==> config.mk <==
export PLATFORM = sky130hd
export DESIGN_NAME = bmp_window_crop
export DESIGN_NICKNAME = d
export VERILOG_FILES = /design/src/sv/bwc_pkg.sv /design/src/sv/bwc_front.sv /design/src/sv/bwc_queue.sv /design/src/sv/bwc_back.sv /design/src/sv/bmp_window_crop.sv
export SDC_FILE = /design/constraint.sdc
export NUM_CORES = 1
export LEC_CHECK = 0
export BUFFER_PORTS_ARGS = -buffer_cell sky130_fd_sc_hd__buf_2
export CELL_PAD_IN_SITES_DETAIL_PLACEMENT = 1
export CELL_PAD_IN_SITES_GLOBAL_PLACEMENT = 1
export CORE_ASPECT_RATIO = 0.5
export CORE_MARGIN = 2
export CORE_UTILIZATION = 53
export DETAILED_ROUTE_END_ITERATION = 10
export PLACE_DENSITY_LB_ADDON = 0.1
export SYNTH_ARGS = -nofsm -noshare
export SYNTH_HDL_FRONTEND = slang
export SYNTH_SLANG_ARGS = --single-unit
==> constraint.sdc <==
create_clock -name i_clk -period 19.8 [get_ports i_clk]
set_clock_uncertainty 0.2 [all_clocks]
set_input_delay 3.96 -clock i_clk [delete_from_list [all_inputs] [get_ports i_clk]]
set_output_delay 3.96 -clock i_clk [all_outputs]
set_load 0.02 [all_outputs]
==> src/sv/bwc_pkg.sv <==
// shared types and constants for the bmp window crop block
package bwc_pkg;

    // default for the largest source dimension handled
    localparam int MAX_DIMENSION_DEF = 4096;

    // depth of the job queue between front and back
    localparam int QUEUE_DEPTH = 4;

    // field widths fixed by the register map
    localparam int DIM_W   = 13;
    localparam int POS_W   = 12;
    localparam int BYTE_W  = 8;
    localparam int INDEX_W = 3;

    // register indexes of the configuration port
    typedef enum logic [INDEX_W-1:0] {
        CFG_SOURCE_WIDTH  = 3'd0,
        CFG_SOURCE_HEIGHT = 3'd1,
        CFG_WINDOW_LEFT   = 3'd2,
        CFG_WINDOW_TOP    = 3'd3,
        CFG_WINDOW_WIDTH  = 3'd4,
        CFG_WINDOW_HEIGHT = 3'd5
    } t_cfg_index;

    // configuration register set
    typedef struct packed {
        logic [DIM_W-1:0] source_width;
        logic [DIM_W-1:0] source_height;
        logic [POS_W-1:0] window_left;
        logic [POS_W-1:0] window_top;
        logic [DIM_W-1:0] window_width;
        logic [DIM_W-1:0] window_height;
    } t_crop_cfg;

    // one kept pixel with what the back end needs to expand it
    typedef struct packed {
        logic [BYTE_W-1:0] byte0;
        logic [BYTE_W-1:0] byte1;
        logic [BYTE_W-1:0] byte2;
        logic [1:0]        pads;
        logic              last_col;
        logic              top_row;
    } t_crop_job;

    // front to queue push request
    typedef struct packed {
        logic      push;
        t_crop_job job;
    } t_queue_push;

    // queue to back head view
    typedef struct packed {
        logic      not_empty;
        t_crop_job job;
    } t_queue_head;

endpackage

==> src/sv/bwc_front.sv <==
// front end: pixel acceptance, position tracking and window classification
module bwc_front #(
    parameter int MAX_DIMENSION = bwc_pkg::MAX_DIMENSION_DEF
) (
    input  logic                      i_clk,
    input  logic                      i_rst_n,
    input  bwc_pkg::t_crop_cfg        i_cfg,
    input  logic                      i_valid,
    output logic                      o_stall,
    input  logic [bwc_pkg::BYTE_W-1:0] i_pixel_byte0,
    input  logic [bwc_pkg::BYTE_W-1:0] i_pixel_byte1,
    input  logic [bwc_pkg::BYTE_W-1:0] i_pixel_byte2,
    input  logic                      i_queue_full,
    output bwc_pkg::t_queue_push      o_push
);
    import bwc_pkg::*;

    // counter width and a compare width that holds every sum involved
    localparam int CW   = $clog2(MAX_DIMENSION);
    localparam int SUMW = POS_W + 2;
    localparam int XW   = (CW + 1 > SUMW) ? CW + 1 : SUMW;
    localparam logic [XW-1:0] MAX_X = XW'(MAX_DIMENSION);
    localparam logic [CW:0]   MAX_D = (CW + 1)'(MAX_DIMENSION);

    logic [CW-1:0] r_col,  n_col;
    logic [CW-1:0] r_srow, n_srow;

    logic [CW:0]   w_eff, h_eff;
    logic [CW-1:0] col, srow, irow;
    logic [XW-1:0] col_x, irow_x, left_x, top_x, lend_x, tend_x;
    logic          in_cols, in_rows, last_col, top_row, accept;

    // clamp source dimensions to one through the maximum
    always_comb begin
        priority if (i_cfg.source_width == '0) begin
            w_eff = (CW + 1)'(1);
        end else if (XW'(i_cfg.source_width) > MAX_X) begin
            w_eff = MAX_D;
        end else begin
            w_eff = (CW + 1)'(i_cfg.source_width);
        end
        priority if (i_cfg.source_height == '0) begin
            h_eff = (CW + 1)'(1);
        end else if (XW'(i_cfg.source_height) > MAX_X) begin
            h_eff = MAX_D;
        end else begin
            h_eff = (CW + 1)'(i_cfg.source_height);
        end
    end

    // current position, clamped to the image, and its image row
    always_comb begin
        col  = ({1'b0, r_col}  >= w_eff) ? CW'(w_eff - 1'b1) : r_col;
        srow = ({1'b0, r_srow} >= h_eff) ? CW'(h_eff - 1'b1) : r_srow;
        irow = CW'(h_eff - 1'b1 - {1'b0, srow});
    end

    // window test
    always_comb begin
        col_x    = XW'(col);
        irow_x   = XW'(irow);
        left_x   = XW'(i_cfg.window_left);
        top_x    = XW'(i_cfg.window_top);
        lend_x   = left_x + XW'(i_cfg.window_width);
        tend_x   = top_x + XW'(i_cfg.window_height);
        in_cols  = (col_x >= left_x) && (col_x < lend_x);
        in_rows  = (irow_x >= top_x) && (irow_x < tend_x);
        last_col = (col_x == lend_x - 1'b1);
        top_row  = (irow_x == top_x);
    end

    assign o_stall = i_queue_full;
    assign accept  = i_valid && !i_queue_full;

    // job for the back end, only for pixels inside the window
    always_comb begin
        o_push.push         = accept && in_cols && in_rows;
        o_push.job.byte0    = i_pixel_byte0;
        o_push.job.byte1    = i_pixel_byte1;
        o_push.job.byte2    = i_pixel_byte2;
        o_push.job.pads     = last_col ? i_cfg.window_width[1:0] : 2'd0;
        o_push.job.last_col = last_col;
        o_push.job.top_row  = top_row;
    end

    // next position, wrapping at row and image end
    always_comb begin
        n_col  = r_col;
        n_srow = r_srow;
        if (accept) begin
            if (({1'b0, col} + 1'b1) >= w_eff) begin
                n_col  = '0;
                n_srow = (({1'b0, srow} + 1'b1) >= h_eff) ? '0 : srow + 1'b1;
            end else begin
                n_col  = col + 1'b1;
                n_srow = srow;
            end
        end
    end

    always_ff @(posedge i_clk) begin
        if (!i_rst_n) begin
            r_col  <= '0;
            r_srow <= '0;
        end else begin
            r_col  <= n_col;
            r_srow <= n_srow;
        end
    end

endmodule

==> src/sv/bwc_queue.sv <==
// short job queue between front and back ends
module bwc_queue (
    input  logic                 i_clk,
    input  logic                 i_rst_n,
    input  bwc_pkg::t_queue_push i_push,
    output logic                 o_full,
    input  logic                 i_pop,
    output bwc_pkg::t_queue_head o_head
);
    import bwc_pkg::*;

    localparam int PW = $clog2(QUEUE_DEPTH);

    t_crop_job     r_mem [QUEUE_DEPTH];
    logic [PW-1:0] r_wr_ptr, n_wr_ptr;
    logic [PW-1:0] r_rd_ptr, n_rd_ptr;
    logic [PW:0]   r_count,  n_count;
    logic          do_push, do_pop;

    assign o_full  = (r_count == (PW + 1)'(QUEUE_DEPTH));
    assign do_push = i_push.push && !o_full;
    assign do_pop  = i_pop && (r_count != '0);

    // head of the queue
    always_comb begin
        o_head.not_empty = (r_count != '0);
        o_head.job       = r_mem[r_rd_ptr];
    end

    // pointer and fill count update
    always_comb begin
        n_wr_ptr = do_push ? r_wr_ptr + 1'b1 : r_wr_ptr;
        n_rd_ptr = do_pop  ? r_rd_ptr + 1'b1 : r_rd_ptr;
        n_count  = r_count + (PW + 1)'(do_push) - (PW + 1)'(do_pop);
    end

    always_ff @(posedge i_clk) begin
        if (!i_rst_n) begin
            r_wr_ptr <= '0;
            r_rd_ptr <= '0;
            r_count  <= '0;
        end else begin
            r_wr_ptr <= n_wr_ptr;
            r_rd_ptr <= n_rd_ptr;
            r_count  <= n_count;
        end
    end

    // storage, no reset needed
    always_ff @(posedge i_clk) begin
        if (do_push) begin
            r_mem[r_wr_ptr] <= i_push.job;
        end
    end

endmodule

==> src/sv/bwc_back.sv <==
// back end: expands each job into pixel and padding beats
module bwc_back (
    input  logic                       i_clk,
    input  logic                       i_rst_n,
    input  bwc_pkg::t_queue_head       i_head,
    output logic                       o_pop,
    output logic                       o_valid,
    input  logic                       i_stall,
    output logic [bwc_pkg::BYTE_W-1:0] o_out_byte,
    output logic                       o_is_padding,
    output logic                       o_row_end,
    output logic                       o_image_end
);
    import bwc_pkg::*;

    logic [2:0]        r_idx, n_idx;
    logic              r_valid, n_valid;
    logic [BYTE_W-1:0] r_byte, n_byte;
    logic              r_pad, n_pad;
    logic              r_rend, n_rend;
    logic              r_iend, n_iend;
    logic [2:0]        last_idx;
    logic              load, is_last;

    // output slot is free or its beat is taken this cycle
    assign load     = i_head.not_empty && (!r_valid || !i_stall);
    assign last_idx = 3'd2 + {1'b0, i_head.job.pads};
    assign is_last  = (r_idx == last_idx);
    assign o_pop    = load && is_last;

    // select the next beat of the head job
    always_comb begin
        n_idx   = r_idx;
        n_valid = r_valid && i_stall;
        n_byte  = r_byte;
        n_pad   = r_pad;
        n_rend  = r_rend;
        n_iend  = r_iend;
        if (load) begin
            n_valid = 1'b1;
            n_idx   = is_last ? 3'd0 : r_idx + 1'b1;
            n_pad   = (r_idx > 3'd2);
            n_rend  = is_last && i_head.job.last_col;
            n_iend  = is_last && i_head.job.last_col && i_head.job.top_row;
            unique case (r_idx)
                3'd0:    n_byte = i_head.job.byte0;
                3'd1:    n_byte = i_head.job.byte1;
                3'd2:    n_byte = i_head.job.byte2;
                default: n_byte = '0;
            endcase
        end
    end

    always_ff @(posedge i_clk) begin
        if (!i_rst_n) begin
            r_idx   <= '0;
            r_valid <= 1'b0;
        end else begin
            r_idx   <= n_idx;
            r_valid <= n_valid;
        end
    end

    // output payload, no reset needed
    always_ff @(posedge i_clk) begin
        r_byte <= n_byte;
        r_pad  <= n_pad;
        r_rend <= n_rend;
        r_iend <= n_iend;
    end

    assign o_valid      = r_valid;
    assign o_out_byte   = r_byte;
    assign o_is_padding = r_pad;
    assign o_row_end    = r_rend;
    assign o_image_end  = r_iend;

endmodule

==> src/sv/bmp_window_crop.sv <==
// top level of the bmp window crop block: register file, front, queue and back
//
//  channel   direction  handshake               payload
//  pixel     in         i_valid / o_stall       i_pixel_byte0..2
//  byte      out        o_valid / i_stall       o_out_byte, o_is_padding, o_row_end,
//                                               o_image_end
//  config    in         i_cfg_valid / o_cfg_ready  i_cfg_index, i_cfg_data
//
// one pixel beat is taken per cycle while the job queue has room; the back end
// emits one byte beat per cycle while i_stall is low, through the single byte port,
// so a kept pixel gives three bytes, or three plus window_width mod 4 at a window
// row end; a pixel outside the window gives none. the first byte beat passes
// through the job queue and the back end output register after its pixel beat
// is taken. reset clears counters, queue and output valid; no clearing pass.
// an output stall fills the queue, after which the input is stalled.
module bmp_window_crop #(
    parameter int MAX_DIMENSION = bwc_pkg::MAX_DIMENSION_DEF
) (
    input  logic                        i_clk,
    input  logic                        i_rst_n,
    input  logic                        i_valid,
    output logic                        o_stall,
    input  logic [bwc_pkg::BYTE_W-1:0]  i_pixel_byte0,
    input  logic [bwc_pkg::BYTE_W-1:0]  i_pixel_byte1,
    input  logic [bwc_pkg::BYTE_W-1:0]  i_pixel_byte2,
    output logic                        o_valid,
    input  logic                        i_stall,
    output logic [bwc_pkg::BYTE_W-1:0]  o_out_byte,
    output logic                        o_is_padding,
    output logic                        o_row_end,
    output logic                        o_image_end,
    input  logic                        i_cfg_valid,
    output logic                        o_cfg_ready,
    input  logic [bwc_pkg::INDEX_W-1:0] i_cfg_index,
    input  logic [bwc_pkg::DIM_W-1:0]   i_cfg_data
);
    import bwc_pkg::*;

    t_crop_cfg   r_cfg, n_cfg;
    t_queue_push push;
    t_queue_head head;
    logic        queue_full, pop;

    assign o_cfg_ready = 1'b1;

    // register writes; unknown indexes are ignored
    always_comb begin
        n_cfg = r_cfg;
        if (i_cfg_valid && o_cfg_ready) begin
            unique case (t_cfg_index'(i_cfg_index))
                CFG_SOURCE_WIDTH:  n_cfg.source_width  = i_cfg_data;
                CFG_SOURCE_HEIGHT: n_cfg.source_height = i_cfg_data;
                CFG_WINDOW_LEFT:   n_cfg.window_left   = i_cfg_data[POS_W-1:0];
                CFG_WINDOW_TOP:    n_cfg.window_top    = i_cfg_data[POS_W-1:0];
                CFG_WINDOW_WIDTH:  n_cfg.window_width  = i_cfg_data;
                CFG_WINDOW_HEIGHT: n_cfg.window_height = i_cfg_data;
                default:           n_cfg = r_cfg;
            endcase
        end
    end

    always_ff @(posedge i_clk) begin
        if (!i_rst_n) begin
            r_cfg.source_width  <= DIM_W'(1);
            r_cfg.source_height <= DIM_W'(1);
            r_cfg.window_left   <= '0;
            r_cfg.window_top    <= '0;
            r_cfg.window_width  <= DIM_W'(1);
            r_cfg.window_height <= DIM_W'(1);
        end else begin
            r_cfg <= n_cfg;
        end
    end

    // classification of incoming pixels
    bwc_front #(
        .MAX_DIMENSION (MAX_DIMENSION)
    ) u_front (
        .i_clk         (i_clk),
        .i_rst_n       (i_rst_n),
        .i_cfg         (r_cfg),
        .i_valid       (i_valid),
        .o_stall       (o_stall),
        .i_pixel_byte0 (i_pixel_byte0),
        .i_pixel_byte1 (i_pixel_byte1),
        .i_pixel_byte2 (i_pixel_byte2),
        .i_queue_full  (queue_full),
        .o_push        (push)
    );

    // decoupling queue
    bwc_queue u_queue (
        .i_clk   (i_clk),
        .i_rst_n (i_rst_n),
        .i_push  (push),
        .o_full  (queue_full),
        .i_pop   (pop),
        .o_head  (head)
    );

    // byte expansion
    bwc_back u_back (
        .i_clk        (i_clk),
        .i_rst_n      (i_rst_n),
        .i_head       (head),
        .o_pop        (pop),
        .o_valid      (o_valid),
        .i_stall      (i_stall),
        .o_out_byte   (o_out_byte),
        .o_is_padding (o_is_padding),
        .o_row_end    (o_row_end),
        .o_image_end  (o_image_end)
    );

endmodule
==> metrics, run 1 <==
status=finished, final reports clean; Synth Net Count=1696; total grt overflow=0; final setup vio count=0; vias per cell=6.22; wire length per cell=22.5 µm; Avg Inst Size Synth=9.70 µm²; DRC violations left=0; num rows=42; worst slew pin tran=1.14 ns; leakage=6.15 nW; crit share post-route=45.2%; DIE WIDTH=239 µm; ant diodes=0; number of global-route vias before repair=12362; Detail Placement HPWL=32000 µm; critical path class=reg2reg; RSZ-0062 raised after global routing=no; Initial Utilization=54.5%; CTS H-tree depth=1; Chip Height=121 µm; number of buffers created by CTS=22; io pins=59; Tmin final=8.94 ns; clk buf depth=3; Crit-path slowest cell=nor2_1; vias=11915; drt pass-1 iters=5; Pwr Density=121 nW/µm²; Clock power frac=21.5%; Required @ worst endpoint=19.79 ns; Clock transition at path regs=0.07 ns; fillers=2981; first-pass GRT wire length=68400 µm; TritonCTS Sinks=236; Switching Fraction=39.6%; number of synthesized flops with an enable pin=123; DR iter-0 viols=854; max-cap violation count=0; Synthesis Warnings=0; GPL Wtd Cong=0.881; setup total negative slack=0 ns; Max-slew headroom=23.5%; clock root buffer master=clkbuf_16; initial antenna violation count=2; P_sw=0.759 mW; setup bufs post-CTS=0; WL final=43200 µm; Unique masters post-synth=91; Max Freq=112 MHz; R2R Setup Slk=10.86 ns; Layout area overhead=9.02%; Final Worst Setup Slack=10.86 ns; pre-CTS WS=10.99 ns; Max VDD drop=61.5 µV; Worst setup SP type=flip-flop; CP arrival=8.93 ns; sequential share of power=31.7%; Worst setup EP type=flip-flop; TritonCTS clock tree=done; Slew Viols, Final=0; GR Util All Layers=30.5%; cell internal pwr=1.16 mW; core area=26700 µm²; proportion of layout cells with a drive suffix above 1=10.6%; number of buffers inserted by hold repair at cts=0; sequential area share after synthesis=40.8%; largest net degree at the start of global routing=88; post_cts resized=0; Cells after Synth=1503; antenna-violating nets left=0; Port Buffers=57; Layout Nets=1742; hold crit path type=reg2reg; asr flop ratio synth=0%; Skew-Pair Late Insertion Delay=0.53 ns; #FFs+latches synth=236; worst-path fanout max=28; die area=28900 µm²; Final Hold Fails=0; Crit path top cell by count=ha_1; Synth Cell Area=14600 µm²; largest stage delay on the critical path=0.68 ns; Synth Flop Type=edfxtp_1; fin util=59.4%; Logic pwr share=46.7%
==> layout by cell type (no fill, tap or decap), drive strengths merged, types with 13 or more instances in the layout <==
cell type	netlist	layout
a21o	28	28
a21oi	127	127
and2	17	17
and3	18	18
buf	10	72
clkbuf	40	30
dfxtp	113	113
edfxtp	123	123
ha	145	145
inv	79	81
mux2i	22	22
mux4	28	28
nand2	221	221
nand2b	22	22
nand3	34	34
nor2	93	93
nor2b	19	19
nor3	33	33
nor4	13	13
o21ai	63	63
xnor2	49	49
xor2	22	22
==> Yosys cell counts, drive strengths merged, types with 28 or more instances <==
master | n | area (µm²)
edfxtp | 123 | 3690
o21ai | 63 | 327
ha | 145 | 1810
nand2 | 221 | 832
a21o | 28 | 210
clkbuf | 40 | 150
mux4 | 28 | 631
nor2 | 93 | 349
nand3 | 34 | 175
inv | 79 | 297
dfxtp | 113 | 2260
nor3 | 33 | 186
xnor2 | 49 | 437
a21oi | 127 | 654
==> stage by stage <==
step | instance area (µm²) | power [mW] | hold WS (ns) | std cells
after floorplan | 14600 | 1.23 | 0.241 | 1503
after global placement | 15200 | 1.44 | 0.248 | 1877
after detailed placement | 15200 | 1.49 | 0.255 | 1877
after CTS | 15900 | 1.91 | 0.266 | 1916
after global routing | 15900 | 2.04 | 0.291 | 1916
final | 15900 | 1.92 | 0.262 | 1916
==> path summary, 6_finish.rpt <==
kind | cells past startpoint | endpoint | startpoint
worst max-delay path | 32 | u_queue.r_mem[0][23] | r_cfg[50]
worst min-delay path | 2 | r_cfg[6] | r_cfg[6]
worst max register to register | 32 | u_queue.r_mem[0][23] | r_cfg[50]
worst min register to register | 2 | r_cfg[6] | r_cfg[6]
==> metal layers <==
layer  global-route usage [%]  part of all wire, %  vias up  routed length, µm
li1                         -                    -     5577                  -
met4                     5.86                  1.6        2                700
met1                     42.5                   47     5941              20400
met2                     50.1                   45      337              19500
met3                     5.60                  6.2       58               2690
met5                        0                0.030        -                 13
==> sequential cells by signal, summed over array words and instances (netlist names), named ones only <==
name / count
u_back.o_out_byte: 8
u_queue.r_count: 3
u_back.o_image_end: 1
u_back.o_is_padding: 1
u_queue.r_wr_ptr: 2
u_back.o_row_end: 1
u_queue.r_rd_ptr: 2
u_back.r_idx: 3
u_queue.r_mem: 112
u_front.r_col: 12
u_back.o_valid: 1
r_cfg: 76
u_front.r_srow: 12
==> critical path, delay by kind of cell (launching register included) <==
family	cells	cell delay, ns
buffers and inverters	3	0.55
xor gates and xnor gates	1	0.13
and+or+nand+nor	10	2.82
AOI/OAI and AO/OA	12	3.06
adders and majority gates	6	1.44
DFF	1	0.33
==> cells by family (layout without fill, tap and decap cells) <==
logic type	count (synthesis)	after routing	synth area share (%)
muxes	54	54	6.14
AOI/OAI and AO/OA	341	341	15.4
other	1	1	0.0257
and+or+nand+nor	520	520	16.9
buffers and inverters	130	191	3.41
adders and majority gates	150	150	13.0
xor gates and xnor gates	71	71	4.32
DFF	236	236	40.8
==> cell type report <==
type	instances	area, µm²	share of cell area, %
clock buffers	30	591	3.71
clock inverters	9	82.6	0.519
inverters	80	300	1.89
multi-input cells	1137	8130	51.1
flip-flops and latches	236	5960	37.5
well taps	352	440	2.77
repair buffers	72	398	2.50
==> power groups by stage <==
stage	Combinational (mW)	Sequential (mW)	Clock (mW)
floorplan	0.617	0.611	0
global placement	0.828	0.613	0
detailed placement	0.877	0.617	0
CTS	0.889	0.608	0.418
global route	0.994	0.613	0.437
finish	0.896	0.608	0.413
Power figures use the tool's default switching activity.
==> run 2: changes to the inputs <==
- CORE_UTILIZATION: 53 -> 45
- clock period: 19.8 -> 7.9 ns (I/O delays scaled with it)
==> run 2 against run 1 <==
  * Core utilization is 7.7 points lower
  * First-iteration DRC count is 21% lower
  * Routed wire length decreased by 1.3%
  * Largest cell class unchanged
  * Combinational power rose to 2.6 times the previous value
  * Critical path type unchanged
  * Sequential share of layout area is 1.2 points lower
  * Sequential power increased to 2.5 times the previous value
  * Critical path depth is 1 higher
  * Clock power increased to 2.9 times the previous value
  * Setup slack got worse by 10 ns
  * Die area up 17%
==> metrics, run 2 (same netlist as run 1, synthesis figures left out) <==
die area=34000 µm² (+17%); clk buf depth=3 (unchanged); R2R Setup Slk=0.42 ns (-10.43 ns); TritonCTS clock tree=done; Chip Height=131 µm (+8.2%); Crit-path slowest cell=or3_4; WL met3=1860 µm (-31%); Crit path top cell by count=ha_1; vias per cell=5.76 (-7.3%); largest net degree at the start of global routing=84 (-4.5%); number of global-route vias before repair=11949 (-3.3%); GPL Wtd Cong=0.904 (+2.6%); first-pass GRT wire length=67300 µm (-1.6%); drt pass-1 iters=4 (-1); WL final=42600 µm (-1.3%); fin util=51.7% (-7.7 points); critical path class=reg2reg; P_sw=1.91 mW (+150%); CP endpoint=u_queue.r_count[1]; GR Util All Layers=25.2% (-5.3 points); fin area=16400 µm² (+3.3%); Logic pwr share=46.0% (-0.7 points); initial antenna violation count=0 (-2); status=finished, final reports clean; Routed met2 length=19100 µm (-1.6%); worst slew pin tran=1.22 ns (+0.0851 ns); total grt overflow=0 (unchanged); Slew Viols, Final=0 (unchanged); Required @ worst endpoint=8.13 ns (-11.66 ns); proportion of layout cells with a drive suffix above 1=13.3% (+2.7 points); Initial Utilization=45.9% (-8.6 points); placed cell area=15500 µm² (+1.7%); Max Freq=134 MHz (+20%); TritonCTS Sinks=236 (unchanged); Crit Reg-Reg Endpoint=u_queue.r_count[1]; worst-path fanout max=7 (-75%); Layout area overhead=12.6%; Pwr Density=307 nW/µm² (+150%); Worst setup SP type=flip-flop; Layout Nets=1763 (+1.2%); Met1 Routed Length=21000 µm (+3.3%); top sig layer=met4; io pins=59 (unchanged); largest stage delay on the critical path=0.40 ns (-0.28 ns); wire length per cell=21.1 µm (-6.3%); number of buffers inserted by hold repair at cts=0 (unchanged); hold crit path type=reg2reg; number of buffers created by CTS=24 (+9.1%); DRC violations left=0 (unchanged); Clock power frac=23.9% (+2.4 points); clock root buffer master=clkbuf_16; vias=11633 (-2.4%); Skew-Pair Late Insertion Delay=0.54 ns (about the same); Tmin final=7.48 ns (-1.47 ns); ant diodes=0 (unchanged); Final Hold Fails=0 (unchanged); leakage=6.35 nW (+3.3%); num rows=46 (+9.5%); Switching Fraction=37.9% (-1.6 points); Port Buffers=57 (unchanged); RR Startpoint=r_cfg[50]; RSZ-0062 raised after global routing=no; DIE WIDTH=259 µm (+8.4%); max-cap violation count=0 (unchanged); origin of the worst setup path=r_cfg[50]; Clock transition at path regs=0.07 ns (about the same); CP arrival=7.70 ns (-1.23 ns); commonest non-fill, non-tap cell in the layout=nand2_1; CTS H-tree depth=1 (unchanged); antenna-violating nets left=0 (unchanged); core area=31800 µm² (+19%); crit share post-route=94.7% (+49 points); post-route non-filler standard cell count=2018 (+5.3%); final setup vio count=0 (unchanged); sequential share of power=30.1% (-1.6 points); Largest regs=u_queue.r_mem (112), r_cfg (76); worst hold margin=0.268 ns (+0.00575 ns); DR iter-0 viols=673 (-21%); Max-slew headroom=18.2% (-5.3 points); Worst setup EP type=flip-flop; dpl cells=1971 (+5.0%); max reg flops=112 (unchanged); Max VDD drop=159 µV (+160%); Top reg by flops=u_queue.r_mem; cell internal pwr=3.13 mW (+170%); reg2reg path depth=33 (+3.1%); Detail Placement HPWL=32000 µm (about the same); commonest cells after routing, fill and taps aside=nand2_1, ha_1, edfxtp_1, a21oi_1, dfxtp_1
## run 2: cell types whose count changed in the layout (fill, tap and decap cells not counted), sizes merged
cell / before / now
bufinv: 1 / 3
clkinv: 6 / 3
clkbuf: 30 / 31
inv: 81 / 80
buf: 72 / 91
clkinvlp: 1 / 5
## run 2: layer usage
layer	track usage (%)	vias up
met5	0	-
met4	3.85	0
met3	3.74	38
met2	40.9	215
met1	36.3	5772
li1	-	5608
## run 2: final cells by class
type	count	area (µm²)
inverter	80	300
clock inverter	11	154
fill	3595	15300
sequential	236	5960
timing repair buffer	91	591
multi-input combinational	1137	8210
clock buffer	31	677
tap	432	541
## run 2: what timing repair did
item	CTS	global route
pin swaps	0	6
setup buffers	0	5
resized for setup	3	17
endpoints found under the hold margin	0	0
endpoints found under the setup margin	114	116
## run 2: worst min path at each step
stage / startpoint / to / slack (ns) / cells after the start
CTS: r_cfg[16] / r_cfg[16] / 0.27 / 2
global placement: r_cfg[19] / r_cfg[19] / 0.25 / 2
detailed placement: r_cfg[16] / r_cfg[16] / 0.26 / 2
global route: r_cfg[17] / r_cfg[17] / 0.30 / 2
floorplan: r_cfg[10] / r_cfg[10] / 0.24 / 2
finish: r_cfg[20] / r_cfg[20] / 0.27 / 2
## run 2: power groups by stage
stage          logic, mW  clock network (mW)  registers [mW]
2_1_floorplan       1.55                   0            1.53
3_3_place_gp        2.10                   0            1.53
3_5_place_dp        2.23                   0            1.54
4_1_cts             2.25                1.24            1.52
5_1_grt             2.57                1.28            1.53
6_report            2.32                1.21            1.52
## run 2: stage by stage
| stage | setup TNS [ns] | total power [mW] | worst slack [ns] |
|---|---|---|---|
| finish | 0 | 5.05 | 0.423 |
| detailed placement | -5.73 | 3.77 | -0.180 |
| global placement | 0 | 3.63 | 0.197 |
| CTS | 0 | 5.01 | 0.00243 |
| floorplan | 0 | 3.08 | 0.144 |
| global route | 0 | 5.38 | 0.00415 |
## run 2: critical path, delay by kind of cell (launching register included)
family | cells | cell delay, ns
compound gates | 12 | 2.30
fa+ha+maj | 8 | 2.26
simple gates | 9 | 1.79
flops | 1 | 0.32
buf+inv | 3 | 0.31
xor+xnor | 1 | 0.17
==> run 3: changes to the inputs <==
- CORE_UTILIZATION: 45 -> 46
- CTS_CLUSTER_SIZE: default -> 10
- SYNTH_HIERARCHICAL: default -> 1
==> run 3 against run 2 <==
  * The run now ends with setup timing left
  * Global-route usage decreased by 0.92 points
  * Register-to-register slack got worse by 0.52 ns
  * Die area increased by 1.3%
  * Clock power about the same
  * Core utilization increased by 1.3 points
  * Setup slack got worse by 0.52 ns
  * First-iteration DRC count decreased by 13%
  * Via count decreased by 2.3%
  * Highest routed layer unchanged
==> metrics, run 3 <==
failing checks=setup timing; Synth Area in XOR/XNOR=4.73% (+0.41 points); hold_sp=r_cfg[2]; Skew-Pair Late Insertion Delay=0.58 ns (+0.04 ns); leakage=6.91 nW (+8.9%); clk buf depth=3 (unchanged); top post-synthesis cells by area=edfxtp_1, dfxtp_1, ha_1; asr flop ratio synth=0% (unchanged); Compound-Gate Fraction of Synth Area=12.4% (-2.9 points); num rows=46 (unchanged); Post-synth top cells=nand2_1, ha_1, edfxtp_1; Detail Placement HPWL=31200 µm (-2.5%); Pwr Density=280 nW/µm² (-8.9%); TritonCTS clock tree=done; TritonCTS Sinks=236 (unchanged); Layout area overhead=12.2%; Max-slew headroom=23.6% (+5.3 points); largest family of logic cells by synthesized area=simple AND/OR/NAND/NOR gates; worst slew pin tran=1.14 ns (-0.0860 ns); CP bufs+invs=6 (+3); #FFs+latches synth=236 (unchanged); largest net degree at the start of global routing=71 (-15%); Max Freq=125 MHz (-6.5%); total grt overflow=0 (unchanged); Slew Viols, Final=0 (unchanged); Layout Nets=1699 (-3.6%); Port Buffers=57 (unchanged); GPL Wtd Cong=0.894 (-1.0%); Initial Utilization=47.2% (+1.3 points); final setup vio count=1 (+1); fillers=3517 (-2.2%); Top reg by flops=u_queue/r_mem; origin of the worst setup path=r_cfg[57]; critical path class=reg2reg; mux cell area share after synthesis=11.4% (+5.3 points); clock root buffer master=clkbuf_16; Synth Net Count=1632 (-3.8%); share of the synthesized area in the top cell type=24.4% (-0.88 points); most frequent cell after synthesis=nand2_1; first-pass GRT wire length=66200 µm (-1.6%); top cell type by total area after synthesis=edfxtp_1; DIE WIDTH=260 µm (+0.65%); Final Worst Setup Slack=-0.0990 ns (-0.522 ns); proportion of layout cells with a drive suffix above 1=16.9% (+3.6 points); Max VDD drop=189 µV (+19%); largest stage delay on the critical path=0.55 ns (+0.15 ns); RSZ-0062 raised after global routing=yes; max reg flops=112 (unchanged); io pins=59 (unchanged); commonest non-fill, non-tap cell in the layout=nand2_1; crit share post-route=101% (+6.6 points); Worst setup SP type=flip-flop; Synthesis Warnings=6 (+6); sequential area share after synthesis=39.4% (-1.4 points); Final Hold Fails=0 (unchanged); die area=34400 µm² (+1.3%); number of synthesized flops with an enable pin=123 (unchanged); wire length per cell=21.3 µm (+0.91%); area share of fa/ha/maj cells after synthesis=12.5% (-0.44 points); max-cap violation count=0 (unchanged); CTS H-tree depth=1 (unchanged); hold crit path type=reg2reg; CP arrival=8.25 ns (+0.55 ns); Tmin final=8.00 ns (+0.522 ns); number of global-route vias before repair=12039 (+0.75%); Largest regs=u_queue/r_mem (112), r_cfg (76); Crit-path slowest cell=or4_4; number of buffers inserted by hold repair at cts=0 (unchanged); commonest cells after routing, fill and taps aside=nand2_1, ha_1, edfxtp_1, dfxtp_1, mux2i_1; initial antenna violation count=1 (+1); post-synthesis simple-gate area fraction=14.6% (-2.3 points); worst-path fanout max=4 (-3); Required @ worst endpoint=8.15 ns (+0.02 ns); Synth Cell Area=15100 µm² (+3.6%); WL final=41700 µm (-2.2%); status=complete, but fails checks; Clock transition at path regs=0.06 ns (about the same); Unique masters post-synth=111 (+22%); GR Util All Layers=24.3% (-0.92 points); core area=32000 µm² (+0.72%); Synth Flop Type=edfxtp_1; antenna-violating nets left=0 (unchanged); pre-CTS WS=-0.288 ns (-0.108 ns); Worst setup EP type=flip-flop; vias per cell=5.81 (+0.84%); number of buffers created by CTS=28 (+17%); DRC violations left=0 (unchanged); Avg Inst Size Synth=10.5 µm² (+8.2%); vias=11370 (-2.3%); drt pass-1 iters=5 (+1); DR iter-0 viols=584 (-13%); setup total negative slack=-0.0990 ns (-0.0990 ns); Chip Height=132 µm (+0.65%); CP top delay family=adder cells; Cells after Synth=1439 (-4.3%); RR Startpoint=r_cfg[57]
[run 3: cell types whose count changed after synthesis, moves of 10 or more]
cell and change:
mux2i_1 +71, a21oi_1 -69, nand2_1 -50, buf_4 +28, nor2_1 -25, inv_1 -16
and3_1 -11, clkbuf_1 -11, o21a_1 +10
[run 3: metal layers]
metal	global-route usage, %	wire (µm)
met1	31.7	19000
met2	42.2	20300
met3	3.54	1350
met4	6.29	1030
met5	0	0
[run 3: kinds of logic after synthesis]
group / count (synthesis)
other: 1
buffers and inverters: 145
xor gates and xnor gates: 79
muxes: 130
adders and majority gates: 150
AOI/OAI and AO/OA: 268
and+or+nand+nor: 430
DFF: 236
[run 3: through the flow]
step | cell area [µm²] | power, mW | hold slack (ns) | instances | utilization (%)
floorplan | 15200 | 2.82 | 0.234 | 1439 | -
global placement | 15900 | 3.32 | 0.257 | 1898 | 49.7
detailed placement | 15900 | 3.42 | 0.263 | 1898 | 49.7
CTS | 16800 | 4.67 | 0.275 | 1949 | 52.5
global route | 17000 | 5.06 | 0.283 | 1955 | 53.0
finish | 17000 | 4.75 | 0.271 | 1956 | 53.0
[run 3: cell type report]
type	count	area, µm²	share of cell area [%]
clock buffers	44	771	4.55
repair buffers	115	773	4.56
clock inverters	3	43.8	0.258
flip-flops and latches	236	5960	35.1
well taps	432	541	3.19
inverters	67	255	1.51
multi-input cells	1058	8610	50.8
diodes	1	2.50	0.0148
[run 3: path summary, 6_finish.rpt]
path,to,slack (ns),cells past startpoint
worst max-delay path,u_queue/r_count[2],-0.1,42
worst min-delay path,r_cfg[2],0.27,2
worst max register to register,u_queue/r_count[2],-0.1,42
worst min register to register,r_cfg[2],0.27,2
[run 3: timing repair]
action | in CTS | in global routing
setup endpoints to repair | 2 | 2
pin swaps | 19 | 33
buffers inserted | 4 | 6
resized for setup | 12 | 22
[run 3: worst min-delay path: stages (launching register included)]
cell	delay [ns]
dfxtp_1	0.31
nand2_1	0.05
mux2i_1	0.06
[run 3: where the power goes]
part           internal [mW]  switching [mW]  leakage, nW
Combinational          0.928            1.16         4.49
Clock                  0.667           0.511        0.390
Sequential              1.42          0.0611         2.03
Total                   3.01            1.73         6.91
